<file path="src/tdpt_pkg.sv">
// tdpt_pkg: shared constants and types of the trial division prime test unit
// no dependencies; imported by the interfaces, the divider and the top level

package tdpt_pkg;

   // width of the candidate number
   localparam int NUMBER_BITS = 31;

   // width of the divider step counter, indexes steps 0 .. NUMBER_BITS-1
   localparam int CNT_W = (NUMBER_BITS > 1) ? $clog2(NUMBER_BITS) : 1;

   // first trial divisor
   localparam logic [NUMBER_BITS-1:0] TRIAL_FIRST = NUMBER_BITS'(2);

   // largest candidate that is never prime
   localparam logic [NUMBER_BITS-1:0] NOT_PRIME_MAX = NUMBER_BITS'(1);

   typedef enum logic [1:0] {
      S_IDLE,
      S_DIVIDE,
      S_FINISH
   } seq_state_type;

   typedef struct packed {
      logic                   start;
      logic [NUMBER_BITS-1:0] dividend;
      logic [NUMBER_BITS-1:0] divisor;
   } div_cmd_type;

   typedef struct packed {
      logic                   done;
      logic [NUMBER_BITS-1:0] quotient;
      logic [NUMBER_BITS-1:0] remainder;
   } div_status_type;

endpackage

</file>
<file path="src/tdpt_if.sv">
// tdpt_if: valid/ready channel interfaces for candidates and results
// depends on tdpt_pkg for the candidate width

interface tdpt_req_if
   import tdpt_pkg::*;
();
   logic                   valid;
   logic                   ready;
   logic [NUMBER_BITS-1:0] candidate;

   modport source (output valid, output candidate, input ready);
   modport sink   (input valid, input candidate, output ready);
endinterface

interface tdpt_rsp_if
   import tdpt_pkg::*;
();
   logic valid;
   logic ready;
   logic is_prime;

   modport source (output valid, output is_prime, input ready);
   modport sink   (input valid, input is_prime, output ready);
endinterface

</file>
<file path="src/tdpt_divider.sv">
// tdpt_divider: restoring divider, one quotient bit per cycle
// depends on tdpt_pkg; gives quotient and remainder once its last step is done, flagged by done

module tdpt_divider
   import tdpt_pkg::*;
(
   input  logic           clock,
   input  logic           reset,
   input  div_cmd_type    cmd,
   output div_status_type status
);

   logic                   busy_ff, busy_in;
   logic                   done_ff, done_in;
   logic [CNT_W-1:0]       cnt_ff, cnt_in;
   logic [NUMBER_BITS-1:0] rem_ff, rem_in;
   logic [NUMBER_BITS-1:0] quo_ff, quo_in;
   logic [NUMBER_BITS-1:0] dsr_ff, dsr_in;

   logic [NUMBER_BITS:0]   shifted;
   logic [NUMBER_BITS:0]   diff;
   logic                   fits;
   logic                   last_step;

   // quo_ff holds the dividend bits still to come in its top and the quotient in its bottom
   assign shifted   = {rem_ff, quo_ff[NUMBER_BITS-1]};
   assign diff      = shifted - {1'b0, dsr_ff};
   assign fits      = (shifted >= {1'b0, dsr_ff});
   assign last_step = (cnt_ff == CNT_W'(NUMBER_BITS - 1));

   always_comb begin
      busy_in = busy_ff;
      done_in = 1'b0;
      cnt_in  = cnt_ff;
      rem_in  = rem_ff;
      quo_in  = quo_ff;
      dsr_in  = dsr_ff;
      if (cmd.start) begin
         busy_in = 1'b1;
         cnt_in  = '0;
         rem_in  = '0;
         quo_in  = cmd.dividend;
         dsr_in  = cmd.divisor;
      end else if (busy_ff) begin
         rem_in = fits ? diff[NUMBER_BITS-1:0] : shifted[NUMBER_BITS-1:0];
         quo_in = {quo_ff[NUMBER_BITS-2:0], fits};
         cnt_in = cnt_ff + 1'b1;
         if (last_step) begin
            busy_in = 1'b0;
            done_in = 1'b1;
         end
      end
   end

   always_ff @(posedge clock) begin
      if (reset) begin
         busy_ff <= 1'b0;
         done_ff <= 1'b0;
         cnt_ff  <= '0;
      end else begin
         busy_ff <= busy_in;
         done_ff <= done_in;
         cnt_ff  <= cnt_in;
      end
   end

   always_ff @(posedge clock) begin
      rem_ff <= rem_in;
      quo_ff <= quo_in;
      dsr_ff <= dsr_in;
   end

   assign status.done      = done_ff;
   assign status.quotient  = quo_ff;
   assign status.remainder = rem_ff;

   a_start_when_free: assert property (@(posedge clock) disable iff (reset)
      cmd.start |-> !busy_ff)
      else $error("divider started while busy");

   a_rem_below_divisor: assert property (@(posedge clock) disable iff (reset)
      done_ff |-> (rem_ff < dsr_ff))
      else $error("remainder not below divisor");

endmodule

</file>
<file path="src/trial_division_prime_test_unit.sv">
// Trial division prime test: one candidate in, one is_prime flag out.
// Candidates 0 and 1 are reported not prime without a division; otherwise the serial
// divider divides the candidate by each trial divisor in turn, from 2 up to the
// first factor or to floor(sqrt(candidate))+1, whichever comes first.
// Throughput: one candidate at a time; the next is taken once the result is registered.
// Reset: synchronous, active high, clears sequencer and output valid; no memories.

module trial_division_prime_test_unit
   import tdpt_pkg::*;
(
   input logic        clock,
   input logic        reset,
   tdpt_req_if.sink   req,
   tdpt_rsp_if.source rsp
);

   seq_state_type          state_ff, state_in;
   logic [NUMBER_BITS-1:0] n_ff, n_in;
   logic [NUMBER_BITS-1:0] d_ff, d_in;
   logic                   result_ff, result_in;
   logic                   rsp_valid_ff, rsp_valid_in;
   logic                   rsp_prime_ff, rsp_prime_in;

   div_cmd_type            div_cmd;
   div_status_type         div_status;

   logic                   req_xfer;
   logic                   small_cand;
   logic                   bound_passed;
   logic                   divides;
   logic                   out_load;

   tdpt_divider u_divider (
      .clock  (clock),
      .reset  (reset),
      .cmd    (div_cmd),
      .status (div_status)
   );

   assign req_xfer     = req.valid && req.ready;
   assign small_cand   = (req.candidate <= NOT_PRIME_MAX);
   // quotient below the divisor means every divisor up to the square root has been tried
   assign bound_passed = (div_status.quotient < d_ff);
   assign divides      = (div_status.remainder == '0);
   assign out_load     = !rsp_valid_ff || rsp.ready;

   // next state
   always_comb begin
      state_in = state_ff;
      case (state_ff)
         S_IDLE: begin
            if (req_xfer) begin
               state_in = small_cand ? S_FINISH : S_DIVIDE;
            end
         end
         S_DIVIDE: begin
            if (div_status.done && (bound_passed || divides)) begin
               state_in = S_FINISH;
            end
         end
         S_FINISH: begin
            if (out_load) begin
               state_in = S_IDLE;
            end
         end
         default: begin
            state_in = S_IDLE;
         end
      endcase
   end

   // outputs and datapath controls
   always_comb begin
      req.ready        = 1'b0;
      div_cmd.start    = 1'b0;
      div_cmd.dividend = n_ff;
      div_cmd.divisor  = d_ff + 1'b1;
      n_in             = n_ff;
      d_in             = d_ff;
      result_in        = result_ff;
      rsp_valid_in     = rsp_valid_ff && !rsp.ready;
      rsp_prime_in     = rsp_prime_ff;
      case (state_ff)
         S_IDLE: begin
            req.ready        = 1'b1;
            div_cmd.dividend = req.candidate;
            div_cmd.divisor  = TRIAL_FIRST;
            if (req_xfer) begin
               n_in      = req.candidate;
               d_in      = TRIAL_FIRST;
               result_in = 1'b0;
               div_cmd.start = !small_cand;
            end
         end
         S_DIVIDE: begin
            if (div_status.done) begin
               if (bound_passed) begin
                  result_in = 1'b1;
               end else if (divides) begin
                  result_in = 1'b0;
               end else begin
                  d_in          = d_ff + 1'b1;
                  div_cmd.start = 1'b1;
               end
            end
         end
         S_FINISH: begin
            if (out_load) begin
               rsp_valid_in = 1'b1;
               rsp_prime_in = result_ff;
            end
         end
         default: begin
            req.ready = 1'b0;
         end
      endcase
   end

   always_ff @(posedge clock) begin
      if (reset) begin
         state_ff     <= S_IDLE;
         rsp_valid_ff <= 1'b0;
      end else begin
         state_ff     <= state_in;
         rsp_valid_ff <= rsp_valid_in;
      end
   end

   always_ff @(posedge clock) begin
      n_ff         <= n_in;
      d_ff         <= d_in;
      result_ff    <= result_in;
      rsp_prime_ff <= rsp_prime_in;
   end

   assign rsp.valid    = rsp_valid_ff;
   assign rsp.is_prime = rsp_prime_ff;

   a_done_in_divide: assert property (@(posedge clock) disable iff (reset)
      div_status.done |-> (state_ff == S_DIVIDE))
      else $error("divider result outside divide state");

   a_divisor_min: assert property (@(posedge clock) disable iff (reset)
      (state_ff == S_DIVIDE) |-> (d_ff >= TRIAL_FIRST))
      else $error("trial divisor below two");

   a_finish_loads: assert property (@(posedge clock) disable iff (reset)
      (state_ff == S_FINISH) && out_load |=> rsp_valid_ff && (rsp_prime_ff == $past(result_ff)))
      else $error("result not registered on finish");

endmodule
</file>
<file path="src/flat_wrapper.sv">
// flat-port wrapper written by rule: the top's interface ports become plain ports
module trial_division_prime_test_unit_flat import tdpt_pkg::*;
  (clock, reset, req_valid, req_candidate, req_ready, rsp_valid, rsp_is_prime, rsp_ready);
  tdpt_req_if req_i ();
  tdpt_rsp_if rsp_i ();
  input logic clock;
  input logic reset;
  input wire logic [$bits(req_i.valid)-1:0] req_valid;
  input wire logic [$bits(req_i.candidate)-1:0] req_candidate;
  output wire logic [$bits(req_i.ready)-1:0] req_ready;
  output wire logic [$bits(rsp_i.valid)-1:0] rsp_valid;
  output wire logic [$bits(rsp_i.is_prime)-1:0] rsp_is_prime;
  input wire logic [$bits(rsp_i.ready)-1:0] rsp_ready;
  assign req_i.valid = req_valid;
  assign req_i.candidate = req_candidate;
  assign req_ready = req_i.ready;
  assign rsp_valid = rsp_i.valid;
  assign rsp_is_prime = rsp_i.is_prime;
  assign rsp_i.ready = rsp_ready;
  trial_division_prime_test_unit u_core (.clock(clock), .reset(reset), .req(req_i), .rsp(rsp_i));
endmodule
</file>
<file path="config.mk">
export PLATFORM = sky130hd
export DESIGN_NAME = trial_division_prime_test_unit_flat
export DESIGN_NICKNAME = d
export VERILOG_FILES = /design/src/tdpt_pkg.sv /design/src/tdpt_if.sv /design/src/tdpt_divider.sv /design/src/trial_division_prime_test_unit.sv /design/src/flat_wrapper.sv
export SDC_FILE = /design/constraint.sdc
export NUM_CORES = 1
export LEC_CHECK = 0
export BUFFER_PORTS_ARGS = -buffer_cell sky130_fd_sc_hd__buf_4
export CORE_MARGIN = 4
export CORE_UTILIZATION = 49
export DETAILED_ROUTE_END_ITERATION = 16
export PLACE_DENSITY = 0.76
export SLEW_MARGIN = 0
export SYNTH_ARGS = -nofsm -noshare
export SYNTH_HDL_FRONTEND = slang
export SYNTH_HIERARCHICAL = 1
export SYNTH_SLANG_ARGS = --single-unit
</file>
<file path="constraint.sdc">
create_clock -name clock -period 5.1 [get_ports clock]
set_input_delay 0.51 -clock clock [delete_from_list [all_inputs] [get_ports clock]]
set_output_delay 0.51 -clock clock [all_outputs]
set_load 0.01 [all_outputs]
</file>
-- Word level (Yosys, flattened, before mapping)
Cells that the tools add are included.
- bits in registers: 167
- output and inout bits: 3
- logic and storage cells: 79
- input port bits: 35
- add/sub/neg operators: 3
- bitwise operators: 1
- reduce and logical (&&, ||, !) cells: 19
- muxes and demuxes: 31
- magnitude comparators: 3
- eq/ne operators: 10
- operators with widths (operator ; number):
    $mux 31 ; 7
    $mux 62 ; 1
    $pmux 31 s2 ; 1
    $ge 32x31->1 ; 1
    $add 31x1->31 const B ; 1
    $le 31x1->1 const B ; 1
    $logic_not 31->1 ; 1
    $lt 31x31->1 ; 1
    $sub 31x31->31 ; 1
    $mux 1 ; 15
    $mux 2 ; 4
    $ne 2x1->1 const B ; 3
    $ne 2x2->1 const B ; 3
    $pmux 2 s3 ; 1
    $add 5x1->5 const B ; 1
    $eq 5x5->1 const B ; 1
    $reduce_and 5->1 ; 1
    $pmux 1 s2 ; 2
    $reduce_and 2->1 ; 2
    $reduce_and 4->1 ; 1
    $reduce_bool 2->1 ; 2
    $logic_and 1x1->1 ; 3
    $logic_not 1->1 ; 3
    $ne 3x1->1 const B ; 1
    8 further kinds ; 9

-- Longest topological paths before layout
Gate-level depths: netlist (run 1).
- depth after elaboration: 6
- mapped depth: 14
- mapped depth without buffers: 12

-- Modules after synthesis
The synthesis (run 1) kept the hierarchy.
- by module, submodules not included (module ; area each (um^2) ; instances ; sequential area each (um^2) ; cells each):
    tdpt_divider ; 5800.6 ; 1 ; 2622.5 ; 581
    trial_division_prime_test_unit ; 4166.5 ; 1 ; 1981.9 ; 400

-- Least setup slack after synthesis (run 1)
Ideal clock, no wire load.
- kind: register -> register
- start: register u_core.d_ff[20]
- end: register u_core.d_ff[0] (enable)
- setup time: 0.467 ns
- data required time: 4.633 ns
- slack: 0.725 ns
- cell stages (with the launch flop): 9
- clock period less this slack: 4.375 ns
- path buffers: 0
- data arrival time: 3.908 ns
- path through: edfxtp_1 > inv_1 > ha_1 > a21oi_1 > o21a_1 > o211a_1 > o21ai_0 > a211oi_1 > a211oi_1
- cells in the longest elaborated chain, start to end: 3
- RTL lines (element ; line ; source):
    from (decl) ; trial_division_prime_test_unit.sv:19 ; logic [NUMBER_BITS-1:0] d_ff, d_in;
    from (signal assigned) ; trial_division_prime_test_unit.sv:131 ; d_ff <= d_in;
    $lt 31x31->1 ; trial_division_prime_test_unit.sv:43 ; assign bound_passed = (div_status.quotient < d_ff);
    $ne 2x2->1 (no source line) ; n/a ;
    $reduce_and 5->1 (no source line) ; n/a ;
Every way passes these cells.
A chain may end at the register's enable or synchronous reset.

-- Worst setup path in the final report (run 1)
- start: register u_core.u_divider.quo_ff[30]
- end: register u_core.u_divider.rem_ff[30]
- cells in the longest elaborated chain, start to end: 4
- elaborated cells on any way between the ends: 7
- classes of those cells: add/sub: 1; order compare: 2; mux: 4
- RTL lines (element ; line ; source):
    from (decl) ; tdpt_divider.sv:17 ; logic [NUMBER_BITS-1:0] quo_ff, quo_in;
    from (signal assigned) ; tdpt_divider.sv:69 ; quo_ff <= quo_in;
    $lt 31x31->1 ; trial_division_prime_test_unit.sv:43 ;
    $mux 1 ; trial_division_prime_test_unit.sv:97 ; if (bound_passed) begin
    $mux 1 ; trial_division_prime_test_unit.sv:96 ; if (div_status.done) begin
    $pmux 1 s2 ; trial_division_prime_test_unit.sv:83 ; case (state_ff)
    to (signal assigned) ; tdpt_divider.sv:68 ; rem_ff <= rem_in;
    to (decl) ; tdpt_divider.sv:16 ; logic [NUMBER_BITS-1:0] rem_ff, rem_in;
Several ways; a longest one is shown, not always the timed one.

==> out/results.txt, run 1 <==
Critical path origin: u_core/u_divider/quo_ff[30]
Ys async rst share: 0
FMAX: 0.275 GHz
Grt total ovfl: 0
Hold crit path type: in -> reg
Vias in the first global route: 7051
Psw: 1.32 mW
Synth-to-layout area growth: 11.2%
First-pass GRT wire length: 35700 um
RSZ-0062 raised after global routing: no
Worst path cell trace: inv_1 -> ha_1 -> fa_1 -> nor2b_1 -> o31a_1 -> a21oi_2 -> o21ai_2 -> a211o_1 -> and2_1 -> nand4_1 -> a311oi_1
Placed instance area: 10500 um^2
CP Capture Type: register
TritonRoute pass-1 iters: 5
Worst hold start: req_candidate[0]
Peak supply drop: 0.227 mV
CTS buffer count: 17
Startpoint Class: register
Synth Cell Area: 9970 um^2
Setup violators final: 0
Most frequent cells in the layout: edfxtp_1, nor2_1, nand2_1
Setup TNS: 0 ns
CP Max Fanout: 27
Post-synthesis instance total: 981
Critical path required time: 5.44 ns
Post-synthesis sequential area ratio: 0.462
Pwr/cell area: 383 nW/um^2
DRC viols: 0
Critical Path Max Stage Delay: 0.93 ns
Core ar.: 19700 um^2
Nets: 1104
Io pins: 38
Period minus WS final: 3.64 ns
Antenna violations before repair: 0
1st-iter DRT viols: 591
Synth top area share: 0.380
Most common cell after layout, fill and taps aside: edfxtp_1
Final wirelength: 22100 um
Slew HR: 0.178
Clock skew: 0.00915 ns
Int Pwr: 2.93 mW
Worst skew pair latency: 0.43 ns
Syn avg cell area: 10.2 um^2
Post-DR wirelength/cell: 17.2 um
Arr. time, crit path: 3.98 ns
Slew @ Worst Pin: 1.23 ns
Post-CTS Setup Inserts: 0
H-tree levels: 4
Synth warnings: 6
Gr usage total: 0.199
Largest net degree at the start of global routing: 64
Die Ht: 151 um
Crit path kind: reg -> reg
Leak pwr: 4.23 nW
Initial Utilization: 0.505
Max-cap violations: 0
Distinct cells, synth: 73
GP Congestion: 0.893
Slowest cell on crit path: and2_1
Sw frac: 0.311
Die X: 151 um
CTS tree: built
Die Area: 22700 um^2
Status: complete, no violations
Syn_nets: 1081
EDFF count, synth: 126
Fillers: 1671
RR Startpoint: u_core/u_divider/quo_ff[30]
Fin. Hold Viols: 0
Row cnt: 51
ANT cells: 0
Clock Power Share: 0.321
Total clock sinks: 167
Final Max Tran Viols: 0
Max Root-Sink Buffers: 2
CTS Hold Bufs: 0
Root Buffer: clkbuf_16
Final period utilization: 0.714
Layout cells sized above 1: 0.158
Top cells by area, synth: edfxtp_1, dfxtp_1, ha_1
Most used DFF post-synth: edfxtp_1
Design Area, Final: 11100 um^2
Final ANT Viol Nets: 0
Port Buf Inserts: 37
Flop pwr share: 0.412
CTS clk-pin slew, worst paths: 0.07 ns
CTS resizes: 0
Synth area leader: edfxtp_1
Vias per inst: 5.76
DPL Wire Length: 15800 um
FF+latch count, synth: 167
Comb pwr share: 0.267
Routed via count: 7385
[sequential cells by signal, indices dropped and copies added, names as in the netlist]
register,count
u_core/u_divider/dsr_ff,31
u_core/u_divider/busy_ff,1
u_core/u_divider/quo_ff,31
u_core/result_ff,1
u_core/u_divider/cnt_ff,5
u_core/d_ff,31
u_core/u_divider/rem_ff,31
u_core/rsp.valid,1
u_core/rsp.is_prime,1
u_core/n_ff,31
u_core/state_ff,2
u_core/u_divider/done_ff,1
[critical path, delay by kind of cell, from the launching register on]
family          cells  cell delay (ns)
buf+inv             1             0.07
simple gates        3             1.34
compound gates      5             1.16
flops               1             0.37
fa+ha+maj           2             0.63
[power by group through the flow]
stage	combinational (mW)	clock [mW]	sequential [mW]
after floorplan	0.885	0	1.72
after global placement	1.09	0	1.77
after detailed placement	1.11	0	1.77
after CTS	1.12	1.38	1.75
after global routing	1.25	1.44	1.76
final	1.14	1.36	1.75
[final timing paths]
kind,slack (ns),cells after the start,endpoint
max,1.46,11,u_core/u_divider/rem_ff[30]
min,0.27,1,u_core/n_ff[0]
max reg2reg,1.46,11,u_core/u_divider/rem_ff[30]
min reg2reg,0.49,0,u_core/rsp.is_prime
[per-layer routing]
metal  track usage  share of wire
met1         0.286           0.47
met2         0.311           0.46
met3        0.0343          0.054
met4        0.0544          0.014
met5             0              0
[area by class of cell]
cell class	instances	area, um^2	share of cell area
Clock inverter	13	179	0.0161
Clock buffer	19	443	0.0400
Multi-Input combinational cell	703	4930	0.445
Inverter	73	274	0.0247
Tap cell	265	332	0.0299
Timing Repair Buffer	42	315	0.0285
Sequential cell	167	4610	0.416
[through the flow]
step	instances	worst slack, ns	power [mW]	hold slack, ns	utilization
4_1_cts	1282	1.51	4.25	0.243	0.562
3_3_place_gp	1250	1.72	2.86	0.463	0.530
3_5_place_dp	1250	1.54	2.88	0.431	0.530
2_1_floorplan	981	0.725	2.61	0.400	-
5_1_grt	1282	1.22	4.46	0.249	0.562
6_report	1282	1.46	4.25	0.269	0.562
[Yosys cell counts, types with 7 or more instances]
cell / instances
nor3_1: 10
o21ai_1: 15
mux2_2: 62
clkbuf_1: 22
a21oi_1: 51
nor2_1: 125
dfxtp_1: 41
nand2_1: 83
ha_1: 64
nand3_1: 24
edfxtp_1: 126
nand2b_1: 9
a21o_1: 10
o211ai_1: 7
a211oi_1: 13
o21ai_0: 15
and3_1: 10
a311oi_1: 18
inv_1: 73
xor2_1: 10
buf_2: 7
xnor2_1: 45
nor4_1: 19
nand4_1: 22
[cells by family (layout without fill, tap and decap cells)]
| logic type | count (synthesis) | after routing | share of synthesized area |
|---|---|---|---|
| multiplexers | 68 | 68 | 0.0762 |
| buffers and inverters | 111 | 147 | 0.0464 |
| XOR/XNOR | 55 | 55 | 0.0483 |
| adder cells (fa/ha/maj) | 65 | 65 | 0.0824 |
| AO/OA/AOI/OAI | 180 | 180 | 0.127 |
| flip-flops | 167 | 167 | 0.462 |
| AND/OR/NAND/NOR | 335 | 335 | 0.158 |
(Power assumes the default switching activity.)
==> run 2, diff against run 1 <==
Settings changed: ABC_AREA set to 1, PLACE_DENSITY 0.76 to 0.75.
Clock period 5.1 ns to 3.4 ns, I/O delays scaled along.
==> out/results.txt, run 2 <==
Max Root-Sink Buffers: 2 (unchanged)
Met3 Use GR: 0.0287 (-0.00558)
Die X: 159 um (+5.7%)
Final WS setup: 0.323 ns (-1.14 ns)
Most used DFF post-synth: edfxtp_1
Distinct cells, synth: 48 (-34%)
Layout cells sized above 1: 0.0852 (-0.0731)
CTS resizes: 0 (unchanged)
RR Startpoint: u_core/d_ff[5]
Synth Cell Area: 11200 um^2 (+12%)
Fin. Hold Viols: 0 (unchanged)
Status: complete, no violations
TritonRoute pass-1 iters: 5 (unchanged)
Setup TNS: 0 ns (unchanged)
Peak supply drop: 0.332 mV (+46%)
Worst hold endpoint: u_core/n_ff[21]
Setup violators final: 0 (unchanged)
Syn_nets: 1639 (+52%)
Most common cell after layout, fill and taps aside: nand2_1
Crit path kind: reg -> reg
Post-synthesis sequential area ratio: 0.411 (-0.0512)
Gr usage total: 0.204 (+0.00531)
Post-synthesis instance total: 1539 (+57%)
RSZ-0062 raised after global routing: no
Routed via count: 9437 (+28%)
Worst hold start: req_candidate[21]
Ys async rst share: 0 (unchanged)
H-tree levels: 4 (unchanged)
Final wirelength: 25600 um (+16%)
CTS Hold Bufs: 0 (unchanged)
Row cnt: 55 (+7.8%)
Synth area leader: edfxtp_1
CTS clk-pin slew, worst paths: 0.07 ns (about the same)
Largest net degree at the start of global routing: 60 (-6.3%)
Root Buffer: clkbuf_16
Top cells by area, synth: edfxtp_1, nand2_1, inv_1
Total clock sinks: 167 (unchanged)
Worst-case reg-to-reg path depth: 18 (+7)
Grt met1 use: 0.268 (-0.0189)
Die Area: 25400 um^2 (+12%)
Nets: 1671 (+51%)
FMAX: 0.325 GHz (+18%)
First-pass GRT wire length: 43300 um (+21%)
Final ANT Viol Nets: 0 (unchanged)
Slew HR: 0.501 (+0.323)
DRC viols: 0 (unchanged)
Final Max Tran Viols: 0 (unchanged)
CTS tree: built
Vias in the first global route: 9231 (+31%)
Port Buf Inserts: 37 (unchanged)
Clock skew: 0.0268 ns (+0.0176 ns)
Setup slack at placement: 0.356 ns (-1.19 ns)
Core ar.: 22600 um^2 (+14%)
Worst flop-to-flop path endpoint: u_core/u_divider/rem_ff[25]
Die Ht: 159 um (+5.7%)
Hold path depth: 1 (unchanged)
Pwr/cell area: 443 nW/um^2 (+16%)
Synth warnings: 6 (unchanged)
Period minus WS final: 3.08 ns (-0.563 ns)
Io pins: 38 (unchanged)
Global-route layer with the greatest usage: met2
CTS buffer count: 17 (unchanged)
CP Capture Type: register
Worst skew pair latency: 0.43 ns (about the same)
ANT cells: 0 (unchanged)
CP Max Fanout: 18 (-33%)
GP Congestion: 0.981 (+9.9%)
Leak pwr: 6.11 nW (+44%)
Synth-to-layout area growth: 10.4%
Critical path required time: 3.76 ns (-1.68 ns)
Met2 usage: 0.349 (+0.0376)
Post-CTS Setup Inserts: 0 (unchanged)
Initial Utilization: 0.497 (-0.00881)
Max-cap violations: 0 (unchanged)
DPL Wire Length: 19900 um (+26%)
Most frequent cells in the layout: nand2_1, inv_1, nor2_1, edfxtp_1, nand3_1
Startpoint Class: register
Layout Utilization: 0.548 (-0.0137)
Arr. time, crit path: 3.44 ns (-0.54 ns)
1st-iter DRT viols: 653 (+10%)
FF+latch count, synth: 167 (unchanged)
Slew @ Worst Pin: 0.748 ns (-0.483 ns)
Syn avg cell area: 7.28 um^2 (-28%)
Synth top area share: 0.337 (-0.0421)
Most instantiated cells after synthesis: nand2_1, inv_1, nor2_1
Hold crit path type: in -> reg
R2r setup slk: 0.32 ns (-1.14 ns)
Antenna violations before repair: 0 (unchanged)
Top-count cell post-synth: nand2_1
Post-DR wirelength/cell: 13.7 um (-20%)
EDFF count, synth: 126 (unchanged)
Vias per inst: 5.05 (-12%)
Grt total ovfl: 0 (unchanged)
Final period utilization: 0.905 (+0.191)
-- run 2: cell count changes in the layout (fill, tap and decap cells not counted), sizes merged, moves of 21 or more --
| cell | previous run | this run |
|---|---|---|
| inv | 74 | 274 |
| nand2 | 85 | 556 |
| mux2 | 63 | 0 |
| a21oi | 52 | 31 |
| nand3 | 24 | 85 |
| xnor2 | 45 | 13 |
-- run 2: cell type report --
type	instances	area, um^2
Clock buffer	20	458
Clock inverter	12	109
Fill cell	2118	10200
Inverter	273	1020
Multi-Input combinational cell	1062	5420
Sequential cell	167	4600
Tap cell	285	357
Timing Repair Buffer	50	400
-- run 2: logic make-up (layout without fill, tap and decap cells) --
logic type | count (synthesis) | count (layout) | synth area share
xor gates and xnor gates | 36 | 36 | 0.0288
AOI/OAI and AO/OA | 89 | 89 | 0.0433
DFF | 167 | 167 | 0.411
and+or+nand+nor | 872 | 872 | 0.336
buffers and inverters | 310 | 355 | 0.108
adders and majority gates | 65 | 65 | 0.0732
-- run 2: where the power goes --
part	internal (mW)	total [mW]	switching [mW]	leakage, nW
Clock	1.01	1.87	0.858	0.274
Sequential	2.44	2.55	0.109	1.56
Combinational	0.360	1.07	0.710	4.27
-- run 2: metal layers --
metal | vias up | share of wire
met4 | 0 | 0.023
met5 | - | 0
met1 | 4227 | 0.46
met3 | 43 | 0.051
met2 | 257 | 0.47
li1 | 4910 | -
-- run 2: worst max-delay path by stage --
stage / from / endpoint / slack, ns / cells after the start
2_1_floorplan: u_core/d_ff[28] / u_core/u_divider/quo_ff[0] / 0.001 / 14
3_3_place_gp: u_core/d_ff[28] / u_core/u_divider/cnt_ff[4] / 0.46 / 14
3_5_place_dp: u_core/d_ff[30] / u_core/u_divider/cnt_ff[4] / 0.36 / 14
4_1_cts: u_core/u_divider/quo_ff[29] / u_core/u_divider/cnt_ff[4] / 0.34 / 13
6_report: u_core/d_ff[5] / u_core/u_divider/rem_ff[25] / 0.32 / 18
5_1_grt: u_core/d_ff[8] / u_core/u_divider/rem_ff[26] / 0.04 / 18
-- run 2: per-stage QoR --
stage / area (um^2) / hold WS (ns) / cells / power, mW
final: 12400 / 0.0922 / 1869 / 5.49
after detailed placement: 11800 / 0.419 / 1837 / 3.66
after global routing: 12400 / 0.0694 / 1869 / 5.80
after CTS: 12400 / 0.0792 / 1869 / 5.52
after global placement: 11800 / 0.411 / 1837 / 3.61
after floorplan: 11200 / 0.400 / 1539 / 3.34
-- run 2: worst max-delay path: stages, from the launching register on --
cell	delay, ns
edfxtp_1	0.46
inv_1	0.17
ha_1	0.25
nand2_1	0.08
inv_1	0.04
a21oi_1	0.13
nand2_1	0.07
nand2_1	0.06
nand2_1	0.06
nand2_1	0.06
nand2_1	0.11
nand2_1	0.20
o31ai_4	0.12
nor2_2	0.60
buf_4	0.35
nand2_1	0.08
inv_1	0.05
nand2_1	0.04
nand2_1	0.05
==> run 3, diff against run 2 <==
Settings changed: ABC_AREA 1 to 0, CORE_MARGIN 4 to not set, PLACE_DENSITY 0.75 to 0.76.
==> out/results.txt, run 3 (synthesis gave the netlist of run 1 again) <==
1st-iter DRT viols: 513 (-21%)
CTS buffer count: 17 (unchanged)
Period minus WS final: 3.16 ns (+0.0802 ns)
Hold_ws: 0.0932 ns (+0.00106 ns)
Worst hold start: req_candidate[0]
RSZ-0062 raised after global routing: no
Die Area: 20900 um^2 (-18%)
Leak pwr: 4.36 nW (-29%)
Most frequent cells in the layout: edfxtp_1, nor2_1, nand2_1
RR Startpoint: u_core/d_ff[18]
Initial Utilization: 0.505 (+0.00881)
Startpoint Class: register
CTS tree: built
Final Max Tran Viols: 0 (unchanged)
Arr. time, crit path: 3.53 ns (+0.09 ns)
ANT cells: 0 (unchanged)
Status: complete, no violations
Die X: 145 um (-9.2%)
GP Congestion: 0.906 (-7.6%)
Nets: 1127 (-33%)
Fin. Hold Viols: 0 (unchanged)
Antenna violations before repair: 0 (unchanged)
Setup slack at placement: 0.196 ns (-0.160 ns)
Synth-to-layout area growth: 13.3%
Io pins: 38 (unchanged)
Peak supply drop: 0.425 mV (+28%)
CP Capture Type: register
Final ANT Viol Nets: 0 (unchanged)
Die Ht: 145 um (-9.2%)
Worst flop-to-flop path endpoint: u_core/u_divider/rem_ff[1]
Inst Count DP: 1262 (-31%)
Port Buf Inserts: 37 (unchanged)
Vias in the first global route: 7196 (-22%)
Final period utilization: 0.928 (+0.0236)
Slew HR: 0.455 (-0.0462)
Max Root-Sink Buffers: 2 (unchanged)
DRC viols: 0 (unchanged)
DPL Wire Length: 16000 um (-19%)
Vias per inst: 5.72 (+13%)
End point of the critical path: u_core/u_divider/rem_ff[1]
CTS clk-pin slew, worst paths: 0.07 ns (about the same)
Most common cell after layout, fill and taps aside: edfxtp_1
Slew @ Worst Pin: 0.818 ns (+0.0701 ns)
Area of the multi-input gates: 4940 um^2 (-8.8%)
Largest net degree at the start of global routing: 64 (+6.7%)
Root Buffer: clkbuf_16
R2r setup slk: 0.24 ns (-0.08 ns)
H-tree levels: 4 (unchanged)
Worst-case reg-to-reg path depth: 13 (-5)
Total clock sinks: 167 (unchanged)
Sequential cell area: 4610 um^2 (about the same)
CTS Hold Bufs: 0 (unchanged)
TritonRoute pass-1 iters: 5 (unchanged)
Grt total ovfl: 0 (unchanged)
Final WS setup: 0.243 ns (-0.0802 ns)
Row cnt: 51 (-7.3%)
Fillers: 1612 (-24%)
Clock skew: 0.0113 ns (-0.0155 ns)
Final std cells w/o fill: 1305 (-30%)
Setup TNS: 0 ns (unchanged)
Post-DR wirelength/cell: 16.8 um (+23%)
Worst skew pair latency: 0.43 ns (about the same)
Pwr/cell area: 568 nW/um^2 (+28%)
FMAX: 0.317 GHz (-2.5%)
Core ar.: 19700 um^2 (-13%)
CP Max Fanout: 14 (-4)
Critical path origin: u_core/d_ff[18]
Gr usage total: 0.225 (+0.0209)
Routed via count: 7461 (-21%)
First-pass GRT wire length: 36300 um (-16%)
Final wirelength: 22000 um (-14%)
Setup violators final: 0 (unchanged)
Crit path kind: reg -> reg
Layout Utilization: 0.573 (+0.0247)
Max-cap violations: 0 (unchanged)
Hold crit path type: in -> reg
Critical path required time: 3.77 ns (about the same)
Layout cells sized above 1: 0.180 (+0.0946)
[run 3: changes by cell type in the layout (fill, tap and decap cells not counted), moves of 12 or more]
cell,change
buf_4,+14
nand3b_1,-16
nand3_1,-58
inv_1,-184
nand2_1,-461
a311oi_1,+18
a21oi_1,+23
xor2_1,-12
xnor2_1,+32
mux2_2,+62
o21ai_0,-18
[run 3: report_power, final]
group,leakage (nW),total [mW],switching (mW),internal (mW)
Combinational,2.50,1.79,1.02,0.763
Sequential,1.57,2.62,0.178,2.44
Clock,0.297,2.01,0.892,1.12
[run 3: metrics by stage]
stage | power [mW] | instance area [um^2]
floorplan | 3.92 | 9990
global placement | 4.34 | 10600
detailed placement | 4.38 | 10600
CTS | 6.40 | 11200
global route | 6.74 | 11300
finish | 6.42 | 11300
[run 3: cell type report]
cell class              instances  share of cell area
inverters                      73              0.0246
clock inverters                15              0.0164
flip-flops and latches        167               0.408
well taps                     265              0.0294
repair buffers                 65              0.0465
multi-input cells             703               0.438
clock buffers                  17              0.0377
[run 3: worst min path at each step]
| stage | cells past startpoint | slack, ns | to |
|---|---|---|---|
| floorplan | 0 | 0.40 | u_core/rsp.is_prime |
| global placement | 0 | 0.45 | u_core/rsp.is_prime |
| detailed placement | 0 | 0.45 | u_core/rsp.is_prime |
| CTS | 1 | 0.08 | u_core/n_ff[0] |
| global route | 1 | 0.08 | u_core/n_ff[0] |
| finish | 1 | 0.09 | u_core/n_ff[0] |
[run 3: metal layers]
metal  track usage  vias up  wire, um
met1         0.307     3465     10200
li1              -     3686         -
met4        0.0820        0       582
met2         0.354      262      9960
met3        0.0437       48      1260
met5             0        -         0
[run 3: worst max-delay path: stages, from the launching register on]
cell      delay [ns]
edfxtp_1        0.41
inv_1           0.12
ha_1            0.26
a21oi_1         0.13
o21ai_0         0.12
a221oi_1        0.27
o21ai_0         0.23
a31o_2          0.29
a41o_4          0.30
buf_4           0.21
inv_1           0.17
nand2_1         0.17
a211oi_1        0.31
a31o_1          0.12
[run 3: timing repair]
item,CTS,global route
gates resized for setup,0,1
setup buffers,0,11
endpoints found under the setup margin,0,20
